[config.mk]
export PLATFORM = sky130hd
export DESIGN_NAME = lru_page_frame_replacer_flat
export DESIGN_NICKNAME = d
export VERILOG_FILES = /design/src/sv/lpfr_pkg.sv /design/src/sv/lpfr_if.sv /design/src/sv/lpfr_cell.sv /design/src/sv/lru_page_frame_replacer.sv /design/src/flat_wrapper.sv
export SDC_FILE = /design/constraint.sdc
export NUM_CORES = 1
export LEC_CHECK = 0
export ABC_CLOCK_PERIOD_IN_PS = 27200
export BUFFER_PORTS_ARGS = -buffer_cell sky130_fd_sc_hd__clkbuf_2
export CAP_MARGIN = 25
export CORE_ASPECT_RATIO = 0.75
export CORE_UTILIZATION = 25
export DETAILED_ROUTE_END_ITERATION = 10
export MAX_ROUTING_LAYER = met4
export SLEW_MARGIN = 20
export SYNTH_ARGS = -nofsm -noshare
export SYNTH_HDL_FRONTEND = slang
export SYNTH_SLANG_ARGS = --single-unit
[constraint.sdc]
create_clock -name clk_i -period 27.2 [get_ports clk_i]
set_clock_uncertainty 0.15 [all_clocks]
set_input_delay 2.72 -clock clk_i [delete_from_list [all_inputs] [get_ports clk_i]]
set_output_delay 2.72 -clock clk_i [all_outputs]
set_load 0.01 [all_outputs]
[src/sv/lpfr_pkg.sv]
// lpfr_pkg: constants and shared types for the LRU page frame replacer.
// No dependencies; used by the interfaces, the frame cell and the top level.
package lpfr_pkg;

  localparam int unsigned Frames   = 8;
  localparam int unsigned PageBits = 16;
  localparam int unsigned PageW    = 16;
  localparam int unsigned FrameW   = 3;
  localparam int unsigned CountW   = 16;
  localparam int unsigned CfgW     = 4;
  localparam int unsigned IdxW     = (Frames > 1) ? $clog2(Frames) : 1;
  localparam int unsigned AgeW     = IdxW;

  localparam logic [AgeW-1:0]   MaxAge    = AgeW'(Frames - 1);
  localparam logic [CfgW-1:0]   CfgReset  = CfgW'(8);
  localparam logic [CfgW-1:0]   CfgMax    = CfgW'(Frames);
  localparam logic [CountW-1:0] CountMax  = {CountW{1'b1}};

  typedef logic [PageBits-1:0] page_t;
  typedef logic [IdxW-1:0]     idx_t;
  typedef logic [AgeW-1:0]     age_t;

  // Lookup results rippled from cell 0 upward.
  typedef struct packed {
    logic  hit;
    idx_t  hit_idx;
    age_t  hit_age;
    logic  empty;
    idx_t  empty_idx;
    age_t  old_age;
    idx_t  old_idx;
    page_t old_page;
  } lpfr_scan_t;

  // Update broadcast to every cell.
  typedef struct packed {
    logic  en;
    logic  hit;
    idx_t  slot;
    age_t  hit_age;
    page_t page;
  } lpfr_upd_t;

endpackage

[src/sv/lpfr_if.sv]
// lpfr_if: request channels of the LRU page frame replacer (input, result, config).
// Depends on lpfr_pkg for field widths.
interface lpfr_in_if;
  logic                         valid;
  logic                         ready;
  logic [lpfr_pkg::PageW-1:0]   page_number;
  modport source (output valid, output page_number, input ready);
  modport sink   (input valid, input page_number, output ready);
endinterface

interface lpfr_out_if;
  logic                         valid;
  logic                         ready;
  logic                         fault;
  logic [lpfr_pkg::FrameW-1:0]  frame_index;
  logic                         evicted_valid;
  logic [lpfr_pkg::PageW-1:0]   evicted_page;
  logic [lpfr_pkg::CountW-1:0]  fault_total;
  modport source (output valid, output fault, output frame_index, output evicted_valid,
                  output evicted_page, output fault_total, input ready);
  modport sink   (input valid, input fault, input frame_index, input evicted_valid,
                  input evicted_page, input fault_total, output ready);
endinterface

interface lpfr_cfg_if;
  logic                         valid;
  logic                         ready;
  logic [lpfr_pkg::CfgW-1:0]    data;
  modport source (output valid, output data, input ready);
  modport sink   (input valid, input data, output ready);
endinterface

[src/sv/lpfr_cell.sv]
// lpfr_cell: one page frame (page, valid, recency rank) with its lookup step.
// Depends on lpfr_pkg; chained by lru_page_frame_replacer.
module lpfr_cell (
  input  logic                 clk_i,
  input  logic                 rst_ni,
  input  lpfr_pkg::idx_t       idx_i,
  input  logic                 active_i,
  input  lpfr_pkg::page_t      page_i,
  input  lpfr_pkg::lpfr_scan_t scan_i,
  output lpfr_pkg::lpfr_scan_t scan_o,
  input  lpfr_pkg::lpfr_upd_t  upd_i
);

  lpfr_pkg::page_t page_q, page_d;
  logic            valid_q, valid_d;
  lpfr_pkg::age_t  age_q, age_d;

  always_comb begin
    scan_o = scan_i;
    if (!scan_i.hit && active_i && valid_q && (page_q == page_i)) begin
      scan_o.hit     = 1'b1;
      scan_o.hit_idx = idx_i;
      scan_o.hit_age = age_q;
    end
    if (!scan_i.empty && active_i && !valid_q) begin
      scan_o.empty     = 1'b1;
      scan_o.empty_idx = idx_i;
    end
    // cell 0 is the default victim when no rank exceeds zero
    if (active_i && ((age_q > scan_i.old_age) || (idx_i == '0))) begin
      scan_o.old_age  = age_q;
      scan_o.old_idx  = idx_i;
      scan_o.old_page = page_q;
    end
  end

  always_comb begin
    page_d  = page_q;
    valid_d = valid_q;
    age_d   = age_q;
    if (upd_i.en && active_i) begin
      if (upd_i.slot == idx_i) begin
        age_d = '0;
        if (!upd_i.hit) begin
          page_d  = upd_i.page;
          valid_d = 1'b1;
        end
      end else if (valid_q && (!upd_i.hit || (age_q < upd_i.hit_age))
                   && (age_q < lpfr_pkg::MaxAge)) begin
        age_d = age_q + 1'b1;
      end
    end
  end

  always_ff @(posedge clk_i or negedge rst_ni) begin
    if (!rst_ni) begin
      page_q  <= '0;
      valid_q <= 1'b0;
      age_q   <= '0;
    end else begin
      page_q  <= page_d;
      valid_q <= valid_d;
      age_q   <= age_d;
    end
  end

endmodule

[src/sv/lru_page_frame_replacer.sv]
// lru_page_frame_replacer: LRU page replacement over a chain of frame cells.
// Depends on lpfr_pkg, lpfr_if and lpfr_cell.
//
// Usage:
//   in_i   carries one page_number per request.
//   out_o  returns one result per request: fault, frame_index, evicted_valid,
//          evicted_page and the saturating fault_total.
//   cfg_i  writes frames_in_use (0 acts as 1, above 8 acts as 8); always ready.
//          Write only while no request is in flight.
// Latency: the result is valid the cycle after the request is accepted.
// Throughput: one request per cycle while out_o.ready is high; lookup ripples
//   through the eight cells (first match, first empty frame, oldest rank).
// Reset: all frames empty, ranks and fault count zero, frames_in_use = 8.
// Stall: the result register holds while out_o.ready is low; in_i.ready is
//   high whenever the result register is empty or being drained.
module lru_page_frame_replacer (
  input  logic        clk_i,
  input  logic        rst_ni,
  lpfr_in_if.sink     in_i,
  lpfr_out_if.source  out_o,
  lpfr_cfg_if.sink    cfg_i
);

  logic [lpfr_pkg::CfgW-1:0]   cfg_q, n_eff;
  logic [lpfr_pkg::CountW-1:0] fault_q, fault_d;
  logic                        out_valid_q;
  logic                        fault_r_q;
  lpfr_pkg::idx_t              slot_q;
  logic                        ev_valid_q;
  lpfr_pkg::page_t             ev_page_q;

  logic [lpfr_pkg::Frames-1:0]   active;
  lpfr_pkg::lpfr_scan_t          scan [lpfr_pkg::Frames+1];
  lpfr_pkg::lpfr_upd_t           upd;
  lpfr_pkg::page_t               pg;
  logic                          accept, evict;
  lpfr_pkg::idx_t                slot;

  assign cfg_i.ready = 1'b1;
  assign in_i.ready  = !out_valid_q || out_o.ready;
  assign accept      = in_i.valid && in_i.ready;
  assign pg          = in_i.page_number[lpfr_pkg::PageBits-1:0];

  always_comb begin
    if (cfg_q == '0) begin
      n_eff = lpfr_pkg::CfgW'(1);
    end else if (cfg_q > lpfr_pkg::CfgMax) begin
      n_eff = lpfr_pkg::CfgMax;
    end else begin
      n_eff = cfg_q;
    end
  end

  assign scan[0] = '0;

  for (genvar i = 0; i < lpfr_pkg::Frames; i++) begin : g_cell
    assign active[i] = (n_eff > lpfr_pkg::CfgW'(i));
    lpfr_cell u_cell (
      .clk_i    (clk_i),
      .rst_ni   (rst_ni),
      .idx_i    (lpfr_pkg::IdxW'(i)),
      .active_i (active[i]),
      .page_i   (pg),
      .scan_i   (scan[i]),
      .scan_o   (scan[i+1]),
      .upd_i    (upd)
    );
  end

  always_comb begin
    evict = 1'b0;
    if (scan[lpfr_pkg::Frames].hit) begin
      slot = scan[lpfr_pkg::Frames].hit_idx;
    end else if (scan[lpfr_pkg::Frames].empty) begin
      slot = scan[lpfr_pkg::Frames].empty_idx;
    end else begin
      slot  = scan[lpfr_pkg::Frames].old_idx;
      evict = 1'b1;
    end
    upd.en      = accept;
    upd.hit     = scan[lpfr_pkg::Frames].hit;
    upd.slot    = slot;
    upd.hit_age = scan[lpfr_pkg::Frames].hit_age;
    upd.page    = pg;
    fault_d     = fault_q;
    if (accept && !scan[lpfr_pkg::Frames].hit && (fault_q != lpfr_pkg::CountMax)) begin
      fault_d = fault_q + 1'b1;
    end
  end

  always_ff @(posedge clk_i or negedge rst_ni) begin
    if (!rst_ni) begin
      cfg_q       <= lpfr_pkg::CfgReset;
      fault_q     <= '0;
      out_valid_q <= 1'b0;
    end else begin
      if (cfg_i.valid) begin
        cfg_q <= cfg_i.data;
      end
      fault_q <= fault_d;
      if (accept) begin
        out_valid_q <= 1'b1;
      end else if (out_o.ready) begin
        out_valid_q <= 1'b0;
      end
    end
  end

  always_ff @(posedge clk_i) begin
    if (accept) begin
      fault_r_q  <= !scan[lpfr_pkg::Frames].hit;
      slot_q     <= slot;
      ev_valid_q <= evict;
      ev_page_q  <= evict ? scan[lpfr_pkg::Frames].old_page : '0;
    end
  end

  assign out_o.valid         = out_valid_q;
  assign out_o.fault         = fault_r_q;
  assign out_o.frame_index   = lpfr_pkg::FrameW'(slot_q);
  assign out_o.evicted_valid = ev_valid_q;
  assign out_o.evicted_page  = lpfr_pkg::PageW'(ev_page_q);
  assign out_o.fault_total   = fault_q;

endmodule

[src/flat_wrapper.sv]
// flat-port wrapper written by rule: the top's interface ports become plain ports
module lru_page_frame_replacer_flat 
  (clk_i, rst_ni, in_i_valid, in_i_page_number, in_i_ready, out_o_valid, out_o_fault, out_o_frame_index, out_o_evicted_valid, out_o_evicted_page, out_o_fault_total, out_o_ready, cfg_i_valid, cfg_i_data, cfg_i_ready);
  lpfr_in_if in_i_i ();
  lpfr_out_if out_o_i ();
  lpfr_cfg_if cfg_i_i ();
  input  logic clk_i;
  input  logic rst_ni;
  input wire logic [$bits(in_i_i.valid)-1:0] in_i_valid;
  input wire logic [$bits(in_i_i.page_number)-1:0] in_i_page_number;
  output wire logic [$bits(in_i_i.ready)-1:0] in_i_ready;
  output wire logic [$bits(out_o_i.valid)-1:0] out_o_valid;
  output wire logic [$bits(out_o_i.fault)-1:0] out_o_fault;
  output wire logic [$bits(out_o_i.frame_index)-1:0] out_o_frame_index;
  output wire logic [$bits(out_o_i.evicted_valid)-1:0] out_o_evicted_valid;
  output wire logic [$bits(out_o_i.evicted_page)-1:0] out_o_evicted_page;
  output wire logic [$bits(out_o_i.fault_total)-1:0] out_o_fault_total;
  input wire logic [$bits(out_o_i.ready)-1:0] out_o_ready;
  input wire logic [$bits(cfg_i_i.valid)-1:0] cfg_i_valid;
  input wire logic [$bits(cfg_i_i.data)-1:0] cfg_i_data;
  output wire logic [$bits(cfg_i_i.ready)-1:0] cfg_i_ready;
  assign in_i_i.valid = in_i_valid;
  assign in_i_i.page_number = in_i_page_number;
  assign in_i_ready = in_i_i.ready;
  assign out_o_valid = out_o_i.valid;
  assign out_o_fault = out_o_i.fault;
  assign out_o_frame_index = out_o_i.frame_index;
  assign out_o_evicted_valid = out_o_i.evicted_valid;
  assign out_o_evicted_page = out_o_i.evicted_page;
  assign out_o_fault_total = out_o_i.fault_total;
  assign out_o_i.ready = out_o_ready;
  assign cfg_i_i.valid = cfg_i_valid;
  assign cfg_i_i.data = cfg_i_data;
  assign cfg_i_ready = cfg_i_i.ready;
  lru_page_frame_replacer u_core (.clk_i(clk_i), .rst_ni(rst_ni), .in_i(in_i_i), .out_o(out_o_i), .cfg_i(cfg_i_i));
endmodule
==> impl_metrics.py <==
metrics = {
    "timing": {
        "slew-limit-headroom_pct": 30.91,
        "final.setup.tns_ns": 0,
        "hold_viol_final": 0,
        "tightest_slew_ns": 1.032,
        "finalSetupViolations": 0,
        "fmax_mhz": 72.87,
        "finalMaxSlewViolations": 0,
        "post-route-min-period_ns": 13.72,
        "setup_repair_after_global_routing_missed_its_margin": "false",
        "post-route-period-util_pct": 50.45,
        "whs_ns": 0.3374,
    },
    "clock_tree": {
        "clock_tree.htree_level_count": 1,
        "cts-buffers-inserted": 23,
        "clk-insertion-delay-late_ns": 0.55,
        "clock_path_buffers": 3,
        "cts.reportedPaths.clkPinSlew_ns": 0.06,
        "tritoncts_clock_tree": "built",
        "cts_post_setup_buffers_inserted": 0,
        "resized_gates_after_cts": 0,
        "clock-sinks": 202,
        "cts_root_buf": "sky130_fd_sc_hd__clkbuf_16",
        "ctsHoldBuffers": 0,
    },
    "final_layout": {
        "layout_commonest_cell": "sky130_fd_sc_hd__dfrtp_1",
        "layout_common_cells": "sky130_fd_sc_hd__dfrtp_1 (180), sky130_fd_sc_hd__mux2_2 (126), sky130_fd_sc_hd__nand2_1 (107)",
        "number_of_inserted_diodes": 0,
        "area_growth_pct": 13.25,
        "share_of_final_layout_standard_cells_stronger_than_drive_strength_1_pct": 21.72,
        "layout.nets": 1373,
        "fillerInstances": 5411,
    },
    "floorplanning": {
        "dieHeight_um": 200.6,
        "die_x_um": 266.8,
        "core.rowCount": 72,
        "io-pin-count": 65,
        "core_ar_um2": 51710,
        "initial_utilization_pct": 25.43,
        "die-area_um2": 53530,
    },
    "worst_setup_path": {
        "worstReg2RegStart": "u_core.cfg_q[3]",
        "worst_r2r_endpoint": "u_core.g_cell[6].u_cell.page_q[7]",
        "critPathSlowestCell": "sky130_fd_sc_hd__dfstp_2",
        "critPathMaxFanout": 36,
        "worst-endpoint-arrival_ns": 14.00,
        "reg2regPathDepth": 52,
        "crit_top_cell": "sky130_fd_sc_hd__ha_1",
        "critical_path_class": "reg2reg",
        "critPathTopFamily": "compound AO/OA/AOI/OAI gates",
        "timing.critical_path.buf_inv": 4,
        "worst_setup_path_start_kind": "flip-flop",
        "crit_path_max_incr_delay_ns": 0.88,
        "cp_data_required_time_ns": 27.48,
        "r2r_setup_slack_ns": 13.48,
        "critPathCaptureType": "flip-flop",
    },
    "outcome": {
        "run_status": "finished clean",
    },
    "min_path": {
        "holdPathEnd": "u_core.out_o.fault_total[8]",
        "worst_hold_path_type": "reg2reg",
        "hold_path_startpoint": "u_core.out_o.fault_total[8]",
        "hold-path-cell-count": 1,
    },
    "synth": {
        "post_synth_instance_area_um2": 13150,
        "synth.lib_cells_used.distinct": 94,
        "synth-simple-area-share_pct": 15.68,
        "yosysWarningCount": 0,
        "fraction_of_synthesized_area_in_multiplexers_pct": 15.20,
        "number_of_enable_flip_flop_cells_after_synthesis": 21,
        "synth_xor_xnor_area_share_pct": 10.19,
        "synth_adder_area_share_pct": 3.692,
        "proportion_of_synthesized_chip_area_in_sequential_cells_pct": 39.25,
        "synth_area_per_cell_um2": 10.19,
        "synth-async-reset-ratio_pct": 89.60,
        "synth_nets": 1353,
        "main_combinational_cell_family_by_area_after_synthesis": "simple AND/OR/NAND/NOR gates",
        "synth-seq-cells": 202,
        "synthesis.instances": 1290,
        "dominantRegCellSynth": "sky130_fd_sc_hd__dfrtp_1",
        "synth_compound_area_share_pct": 12.15,
    },
    "placement": {
        "routability_cong": 0.9230,
        "buffer_ports.inserted": 63,
        "dpl.hpwl_mm": 29.13,
    },
    "global_routing": {
        "grt_first_pass_wirelength_mm": 61.73,
        "largest_net_degree_at_the_start_of_global_routing": 110,
        "grt.overflow.total": 0,
        "globalRouteTotalUtil_pct": 15.17,
        "antenna_found_initial": 0,
        "via_count_of_the_first_global_routing_pass": 9944,
    },
    "drt": {
        "detail_route.wl_per_cell_um": 19.49,
        "total_number_of_vias": 10300,
        "first_iter_violations": 972,
        "drt.antenna.violating_nets": 0,
        "post-route-drc-count": 0,
        "dr.pass1.iters": 7,
        "vias_per_std_cell": 5.076,
        "totalWireLength_mm": 39.54,
    },
    "run": {
        "max-cap-violations": 0,
    },
}
[cell usage after synthesis (4+ instances only)]
cell type | instances | area, µm²
sky130_fd_sc_hd__nor4b_1 | 4 | 35.03
sky130_fd_sc_hd__nor2_1 | 74 | 277.8
sky130_fd_sc_hd__a21oi_1 | 14 | 70.07
sky130_fd_sc_hd__a211o_1 | 21 | 183.9
sky130_fd_sc_hd__a211oi_1 | 19 | 142.6
sky130_fd_sc_hd__buf_1 | 4 | 15.01
sky130_fd_sc_hd__a21o_1 | 6 | 45.04
sky130_fd_sc_hd__and2_1 | 6 | 37.54
sky130_fd_sc_hd__o21ai_0 | 67 | 335.3
sky130_fd_sc_hd__a311oi_1 | 4 | 35.03
sky130_fd_sc_hd__xnor2_1 | 72 | 630.6
sky130_fd_sc_hd__buf_2 | 26 | 130.1
sky130_fd_sc_hd__o31ai_1 | 7 | 52.55
sky130_fd_sc_hd__nor3_1 | 18 | 90.09
sky130_fd_sc_hd__o22ai_1 | 24 | 150.1
sky130_fd_sc_hd__mux2_4 | 9 | 135.1
sky130_fd_sc_hd__o211ai_1 | 5 | 37.54
sky130_fd_sc_hd__inv_1 | 26 | 97.59
sky130_fd_sc_hd__nand4_1 | 26 | 162.7
sky130_fd_sc_hd__and3_1 | 13 | 81.33
sky130_fd_sc_hd__or4_1 | 7 | 52.55
sky130_fd_sc_hd__o21a_1 | 5 | 37.54
sky130_fd_sc_hd__mux2_2 | 126 | 1419
sky130_fd_sc_hd__nand2b_1 | 10 | 62.56
sky130_fd_sc_hd__buf_6 | 4 | 45.04
sky130_fd_sc_hd__nand3_1 | 30 | 150.1
sky130_fd_sc_hd__edfxtp_1 | 21 | 630.6
sky130_fd_sc_hd__a31oi_1 | 14 | 87.58
sky130_fd_sc_hd__mux2i_1 | 41 | 410.4
sky130_fd_sc_hd__or2_2 | 7 | 43.79
sky130_fd_sc_hd__and4_1 | 5 | 43.79
sky130_fd_sc_hd__buf_4 | 4 | 30.03
sky130_fd_sc_hd__clkbuf_1 | 44 | 165.2
sky130_fd_sc_hd__nand4b_1 | 4 | 35.03
sky130_fd_sc_hd__xor2_1 | 81 | 709.4
sky130_fd_sc_hd__nor2b_1 | 6 | 37.54
sky130_fd_sc_hd__nor4_1 | 21 | 131.4
sky130_fd_sc_hd__ha_1 | 38 | 475.5
sky130_fd_sc_hd__or3_1 | 7 | 43.79
sky130_fd_sc_hd__nand2_1 | 107 | 401.6
sky130_fd_sc_hd__dfrtp_1 | 180 | 4504
[state kept, by name, summed over array words and instances, names as in the netlist]
| name | cells |
|---|---|
| u_core.cfg_q | 4 |
| u_core.g_cell.u_cell.age_q | 24 |
| u_core.g_cell.u_cell.page_q | 128 |
| u_core.g_cell.u_cell.valid_q | 8 |
| u_core.out_o.evicted_page | 16 |
| u_core.out_o.evicted_valid | 1 |
| u_core.out_o.fault | 1 |
| u_core.out_o.fault_total | 16 |
| u_core.out_o.frame_index | 3 |
| u_core.out_o.valid | 1 |
[worst max-delay path by stage]
stage                                           startpoint                                  to  slack (ns)  cells past startpoint
after global routing      u_core.g_cell[0].u_cell.age_q[2]  u_core.g_cell[6].u_cell.page_q[12]       12.46                     54
after floorplan           u_core.g_cell[0].u_cell.age_q[2]  u_core.g_cell[3].u_cell.page_q[10]       15.51                     58
after CTS                 u_core.g_cell[0].u_cell.age_q[2]   u_core.g_cell[6].u_cell.page_q[3]       13.12                     54
after detailed placement  u_core.g_cell[0].u_cell.age_q[2]  u_core.g_cell[6].u_cell.page_q[12]       13.18                     54
after global placement    u_core.g_cell[1].u_cell.age_q[2]   u_core.g_cell[6].u_cell.page_q[8]       12.90                     53
final                                      u_core.cfg_q[3]   u_core.g_cell[6].u_cell.page_q[7]       13.48                     52
[worst register-to-register path: cells and delay by family, from the launching register on]
kind | cells | cell delay (ns)
fa+ha+maj | 7 | 2.05
compound gates | 21 | 4.46
flops | 1 | 0.88
simple gates | 17 | 3.65
mux | 3 | 1.26
buf+inv | 4 | 1.17
[cell families (layout without fill, tap and decap cells)]
family / Yosys count / after routing
flip-flops: 202 / 202
XOR/XNOR: 153 / 153
multiplexers: 179 / 179
other: 1 / 1
buffers and inverters: 110 / 146
adder cells (fa/ha/maj): 39 / 39
AND/OR/NAND/NOR: 377 / 377
AO/OA/AOI/OAI: 229 / 229
[per-layer routing]
metal	wire (µm)	vias up	GRT usage, %	share of wire [%]
li1	-	4726	-	-
met2	16950	326	21.66	43
met1	19600	5190	22.74	50
met4	639	0	2.340	1.6
met5	0	-	-	0
met3	2353	57	2.233	6.0
[area by class of cell]
cell class,instances,area (µm²),share of cell area [%]
multi-input combinational,978,7506,50.40
sequential,202,5161,34.66
tap,703,879.6,5.906
clock buffer,27,590.6,3.965
timing repair buffer,78,473.0,3.176
clock inverter,14,181.4,1.218
inverter,27,101.3,0.6805
[through the flow]
| stage | utilization [%] | instances | worst slack (ns) | cell area [µm²] |
|---|---|---|---|---|
| floorplan | - | 1290 | 15.51 | 13150 |
| global placement | 27.15 | 1982 | 12.90 | 14040 |
| detailed placement | 27.22 | 1985 | 13.18 | 14070 |
| CTS | 28.71 | 2026 | 13.12 | 14850 |
| global route | 28.80 | 2029 | 12.46 | 14890 |
| finish | 28.80 | 2029 | 13.48 | 14890 |
Power is left out: the tool's default activity adds up to more than one toggle a clock period on the data nets, which glitch-free logic cannot reach.
